## src/hdl/second_order_discrete_compensator_macros.svh

```systemverilog
// assertion helpers shared by the compensator rtl
`ifndef SECOND_ORDER_DISCRETE_COMPENSATOR_MACROS_SVH
`define SECOND_ORDER_DISCRETE_COMPENSATOR_MACROS_SVH

// consequent checked in the same cycle as the antecedent
`define SODC_ASSERT_SAME(lbl, ante, cons, msg) \
    lbl: assert property (@(posedge aclk) disable iff (!aresetn) (ante) |-> (cons)) \
        else $error(msg);

// consequent checked in the cycle after the antecedent
`define SODC_ASSERT_NEXT(lbl, ante, cons, msg) \
    lbl: assert property (@(posedge aclk) disable iff (!aresetn) (ante) |=> (cons)) \
        else $error(msg);

`endif

```

## src/hdl/sodc_pkg.sv

```systemverilog
`default_nettype none

package sodc_pkg;

    // default widths of the signal and coefficient words
    localparam int SIGNAL_WIDTH_DEF = 16;
    localparam int COEF_WIDTH_DEF   = 24;

    // fraction bits of the coefficients, removed after the sum
    localparam int COEF_FRAC = 16;

    // register index port width
    localparam int CFG_INDEX_W = 3;

    typedef enum logic [CFG_INDEX_W-1:0] {
        REG_SETPOINT    = 3'd0,
        REG_COEF_B0     = 3'd1,
        REG_COEF_B1     = 3'd2,
        REG_COEF_B2     = 3'd3,
        REG_COEF_A1     = 3'd4,
        REG_COEF_A2     = 3'd5,
        REG_UPPER_LIMIT = 3'd6
    } reg_index_t;

endpackage

`default_nettype wire

```

## src/hdl/sodc_regs.sv

```systemverilog
`default_nettype none

module sodc_regs #(
    parameter int SIGNAL_WIDTH = sodc_pkg::SIGNAL_WIDTH_DEF,
    parameter int COEF_WIDTH   = sodc_pkg::COEF_WIDTH_DEF,
    parameter int CFG_DATA_W   = (SIGNAL_WIDTH > COEF_WIDTH) ? SIGNAL_WIDTH : COEF_WIDTH
) (
    input  wire logic                                aclk,
    input  wire logic                                aresetn,
    input  wire logic                                cfg_wr_en,
    input  wire logic [sodc_pkg::CFG_INDEX_W-1:0]    cfg_index,
    input  wire logic [CFG_DATA_W-1:0]               cfg_wdata,
    output logic signed [SIGNAL_WIDTH-1:0]           setpoint,
    output logic signed [COEF_WIDTH-1:0]             coef_b0,
    output logic signed [COEF_WIDTH-1:0]             coef_b1,
    output logic signed [COEF_WIDTH-1:0]             coef_b2,
    output logic signed [COEF_WIDTH-1:0]             coef_a1,
    output logic signed [COEF_WIDTH-1:0]             coef_a2,
    output logic [SIGNAL_WIDTH-2:0]                  upper_limit
);

    import sodc_pkg::*;

    // power-up gains of the controller
    localparam int SETPOINT_RST = 4096;
    localparam int COEF_B0_RST  = 282362;
    localparam int COEF_B1_RST  = -441049;
    localparam int COEF_B2_RST  = 193530;
    localparam int COEF_A1_RST  = -57035;
    localparam int COEF_A2_RST  = -8501;
    localparam int LIMIT_RST    = 13517;

    logic signed [SIGNAL_WIDTH-1:0] setpoint_reg;
    logic signed [COEF_WIDTH-1:0]   coef_b0_reg;
    logic signed [COEF_WIDTH-1:0]   coef_b1_reg;
    logic signed [COEF_WIDTH-1:0]   coef_b2_reg;
    logic signed [COEF_WIDTH-1:0]   coef_a1_reg;
    logic signed [COEF_WIDTH-1:0]   coef_a2_reg;
    logic [SIGNAL_WIDTH-2:0]        limit_reg;

    // register writes, unknown indexes ignored
    always_ff @(posedge aclk) begin
        if (!aresetn) begin
            setpoint_reg <= SIGNAL_WIDTH'(SETPOINT_RST);
            coef_b0_reg  <= COEF_WIDTH'(COEF_B0_RST);
            coef_b1_reg  <= COEF_WIDTH'(COEF_B1_RST);
            coef_b2_reg  <= COEF_WIDTH'(COEF_B2_RST);
            coef_a1_reg  <= COEF_WIDTH'(COEF_A1_RST);
            coef_a2_reg  <= COEF_WIDTH'(COEF_A2_RST);
            limit_reg    <= (SIGNAL_WIDTH-1)'(LIMIT_RST);
        end else if (cfg_wr_en) begin
            case (reg_index_t'(cfg_index))
                REG_SETPOINT:    setpoint_reg <= cfg_wdata[SIGNAL_WIDTH-1:0];
                REG_COEF_B0:     coef_b0_reg  <= cfg_wdata[COEF_WIDTH-1:0];
                REG_COEF_B1:     coef_b1_reg  <= cfg_wdata[COEF_WIDTH-1:0];
                REG_COEF_B2:     coef_b2_reg  <= cfg_wdata[COEF_WIDTH-1:0];
                REG_COEF_A1:     coef_a1_reg  <= cfg_wdata[COEF_WIDTH-1:0];
                REG_COEF_A2:     coef_a2_reg  <= cfg_wdata[COEF_WIDTH-1:0];
                REG_UPPER_LIMIT: limit_reg    <= cfg_wdata[SIGNAL_WIDTH-2:0];
                default: ;
            endcase
        end
    end

    assign setpoint    = setpoint_reg;
    assign coef_b0     = coef_b0_reg;
    assign coef_b1     = coef_b1_reg;
    assign coef_b2     = coef_b2_reg;
    assign coef_a1     = coef_a1_reg;
    assign coef_a2     = coef_a2_reg;
    assign upper_limit = limit_reg;

endmodule

`default_nettype wire

```

## config.mk

```make
export PLATFORM = sky130hd
export DESIGN_NAME = sodc_regs
export DESIGN_NICKNAME = d
export VERILOG_FILES = /design/src/hdl/second_order_discrete_compensator_macros.svh /design/src/hdl/sodc_pkg.sv /design/src/hdl/sodc_regs.sv
export SDC_FILE = /design/constraint.sdc
export NUM_CORES = 1
export LEC_CHECK = 0
export ABC_AREA = 1
export BUFFER_PORTS_ARGS = -buffer_cell sky130_fd_sc_hd__buf_4
export CAP_MARGIN = 20
export CORE_ASPECT_RATIO = 2
export CORE_UTILIZATION = 51
export DETAILED_ROUTE_END_ITERATION = 10
export GPL_ROUTABILITY_DRIVEN = 0
export PLACE_DENSITY = 0.89
export SLEW_MARGIN = 20
export SYNTH_ARGS = -nofsm -noshare
export SYNTH_HDL_FRONTEND = slang
export SYNTH_SLANG_ARGS = --single-unit
```

## constraint.sdc

```tcl
create_clock -name aclk -period 1.4 [get_ports aclk]
set_clock_uncertainty 0.15 [all_clocks]
set_input_delay 0.28 -clock aclk [delete_from_list [all_inputs] [get_ports aclk]]
set_output_delay 0.28 -clock aclk [all_outputs]
set_load 0.005 [all_outputs]
```

## Yosys cells after proc, flatten, opt, wreduce, memory -nomap -nowiden

Index checks and enable logic that the tools add are counted.

| storage, ports and cells | value |
|---|---|
| flip-flop bits (word level) | 151 |
| bits of input ports | 30 |
| output and inout bits | 151 |
| word-level logic and storage cells | 21 |

| operators by class | value |
|---|---|
| equal/unequal tests | 6 |
| reduce and logical (&&, ||, !) cells | 8 |

Operator list:

| operator | number |
|---|---|
| AND reduction 2 bit | 7 |
| == test 3 bit, second input constant | 3 |
| == test 3 x 2 -> 1 bit, second input constant | 2 |
| == test 3 x 1 -> 1 bit, second input constant | 1 |
| logical NOT 3 bit | 1 |

## Logic depth before layout (Yosys ltp)

| depth | value |
|---|---|
| depth after elaboration | 2 |
| depth in mapped cells | 7 |
| depth with buffers taken out | 5 |

## Worst setup path after synthesis

No wires, ideal clock.

| path | value |
|---|---|
| kind | input-to-reg |
| from | in aresetn |
| to | reg coef_a1_reg[0] (netlist: coef_a1[0]) |
| library setup time | 0.130 ns |
| arrival | 0.945 ns |
| data required time | 1.120 ns |
| path slack | 0.176 ns |
| stages | 4 |
| buffers on the path | 3 |
| path through | buf_2 -> buf_2 -> buf_1 -> nand3_1 |

RTL lines:

| item | RTL line | text |
|---|---|---|
| start, declared | sodc_regs.sv:9 | `input wire logic aresetn,` |
| end signal, assigned | sodc_regs.sv:48 | `coef_a1_reg <= COEF_WIDTH'(COEF_A1_RST);` |
| end signal, assigned | sodc_regs.sv:57 | `REG_COEF_A1: coef_a1_reg <= cfg_wdata[COEF_WIDTH-1:0];` |
| end, declared | sodc_regs.sv:37 | `logic signed [COEF_WIDTH-1:0] coef_a1_reg;` |

No word-level cell between the ends.

==> metrics.cfg <==
[clock_network]
numClockSinks = 151
clock_latency_ns = 0.42
cts_htree_levels = 4
ctsHoldBuffers = 22
cts_resized = 0
clk_pin_slew_ns = 0.06
root_buffer = clkbuf_16
cts_tree = done
cts_buffer_depth = 2
post_cts_buffers = 0
cts_buffers = 17

[synthesis]
syn_area_sq_um = 5720
synth_cells = 778
yosysWarnings = 0
ys_seq_area_share_pct = 52.9
synth_nets = 808
ys_types = 15
synth_area_per_cell_sq_um = 7.35
synth_seq_cells = 151

[pwr]
irDropWorstVdd_mv = 0.979
p_leak_uw = 0.00406
p_per_area_nw_per_um2 = 1260

[sta]
final-hold-violation-count = 0
whs_ns = 0.0339
worst_slew_pin_slew_ns = 0.358
setup_viol = 0
final.setup.worst_slack_ns = 0.0382
relSlewSlack_pct = 76.1
fin_tns_setup_ns = 0
period_share_pct = 97.3
rsz0062_at_grt = false
fin_crit_ns = 1.36
max_freq_ghz = 0.734
slew_viol_final = 0

[worst_setup_path]
worstSetupPathType = in -> reg
arrival_ns = 1.53
worstPathBufferInverterCount = 3
cpLargestDelayFamily = buffers and inverters
critPathMaxFanout = 5
critPathSlowestCell = dlygate4sd3_1
cp.required_ns = 1.56
crit_path_start = cfg_wdata[11]
start_kind = input port
path_cells = dlygate4sd3_1 -> buf_4 -> inv_1 -> nand3_1 -> nand2_1 -> nor2_1
cp_slowest_stage_delay_ns = 0.54
endpoint_kind = register
r2r_start = coef_b1[18]

[floorplan]
core-area_sq_um = 10900
ios = 181
die_w_um = 76.9
die-height_um = 152
start_util_pct = 52.6
die_area_sq_um = 11700
rows = 54

[grt]
grt_overflow = 0
track_usage_pct = 33.1
grt_pass1_vias = 5860
antenna_found_initial = 0
grt_first_pass_wirelength_um = 29300
grt_max_degree = 50

[route]
drtAntennaViolNets = 0
post_drt_wl_per_cell_um = 16.9
drt-vias-per-instance = 5.31
drt_iter0_drc = 586
firstDrtPassIters = 5
drc = 0
vias = 6051
routed_wl_um = 19200

[final_layout]
finalNonFillerCells = 1139
drive_above_1_share_pct = 26.3
fillers = 743
seqCellArea_sq_um = 3020
nNetsFinal = 1016
diodes = 0
multiInputGateArea_sq_um = 2330
syn_to_final_growth_pct = 45.4
final_util_pct = 76.4
final_cell_mix = nand2_1, buf_4, nand3_1, dfxtp_1, nor2_1
layout_commonest_cell = nand2_1

[placement]
portBuffers = 180
dp_cells = 1084
post-place-ws_ns = -0.00496
dp_hpwl_um = 13000

[worst_hold_path]
hold_start = cfg_wdata[10]
min_path_type = in -> reg

[status]
status = finished, final reports clean

[job]
maxCapViolations = 0

[cell usage after synthesis (all sizes together)]
| master | instances | area share (%) |
|---|---|---|
| buf | 41 | 4.0 |
| inv | 30 | 2.0 |
| nor2 | 155 | 11 |
| clkbuf | 7 | 0.46 |
| nand2 | 243 | 16 |
| dfxtp | 151 | 53 |
| nand3 | 151 | 13 |
[report_power, final]
| group | leakage [uW] | internal [uW] | switching, uW |
|---|---|---|---|
| Combinational | 0.00252 | 509 | 609 |
| Sequential | 0.00123 | 4450 | 93.1 |
| Clock | 0.000308 | 3030 | 1790 |
[logic make-up (layout without fill, tap and decap cells)]
| family | after synthesis | in the layout | synth area share [%] |
|---|---|---|---|
| and+or+nand+nor | 549 | 549 | 40.7 |
| DFF | 151 | 151 | 52.9 |
| buffers and inverters | 78 | 299 | 6.39 |
[worst register-to-register path: cells and delay by family, from the launching register on]
kind / cells / cell delay (ns)
AND/OR/NAND/NOR: 2 / 0.22
flip-flops: 1 / 0.33
[routing by layer]
| layer | GRT usage (%) | vias up | part of all wire (%) |
|---|---|---|---|
| met3 | 7.96 | 77 | 6.4 |
| met5 | 0 | - | 0 |
| met2 | 59.4 | 321 | 53 |
| li1 | - | 2853 | - |
| met1 | 33.5 | 2800 | 34 |
| met4 | 22.9 | 0 | 6.5 |
[area by class of cell]
class / count / share of cell area [%]
timing repair buffer: 237 / 24.7
tap: 140 / 2.11
clock inverter: 12 / 2.11
sequential: 151 / 36.4
inverter: 30 / 1.35
clock buffer: 20 / 5.37
multi-input combinational: 549 / 28.0
[worst paths after layout]
check,to,slack [ns],depth (start not counted)
setup / recovery,setpoint[11],0.04,6
hold / removal,coef_b0[10],0.03,3
setup reg to reg,coef_b1[18],0.60,2
hold reg to reg,upper_limit[2],0.31,2
[per-stage QoR]
step | cell area [sq um] | total power [uW]
3_3_place_gp | 7460 | 5640
4_1_cts | 8300 | 10500
5_1_grt | 8310 | 10800
6_report | 8310 | 10500
3_5_place_dp | 7460 | 5670
2_1_floorplan | 5720 | 5100
(Power assumes the default switching activity.)
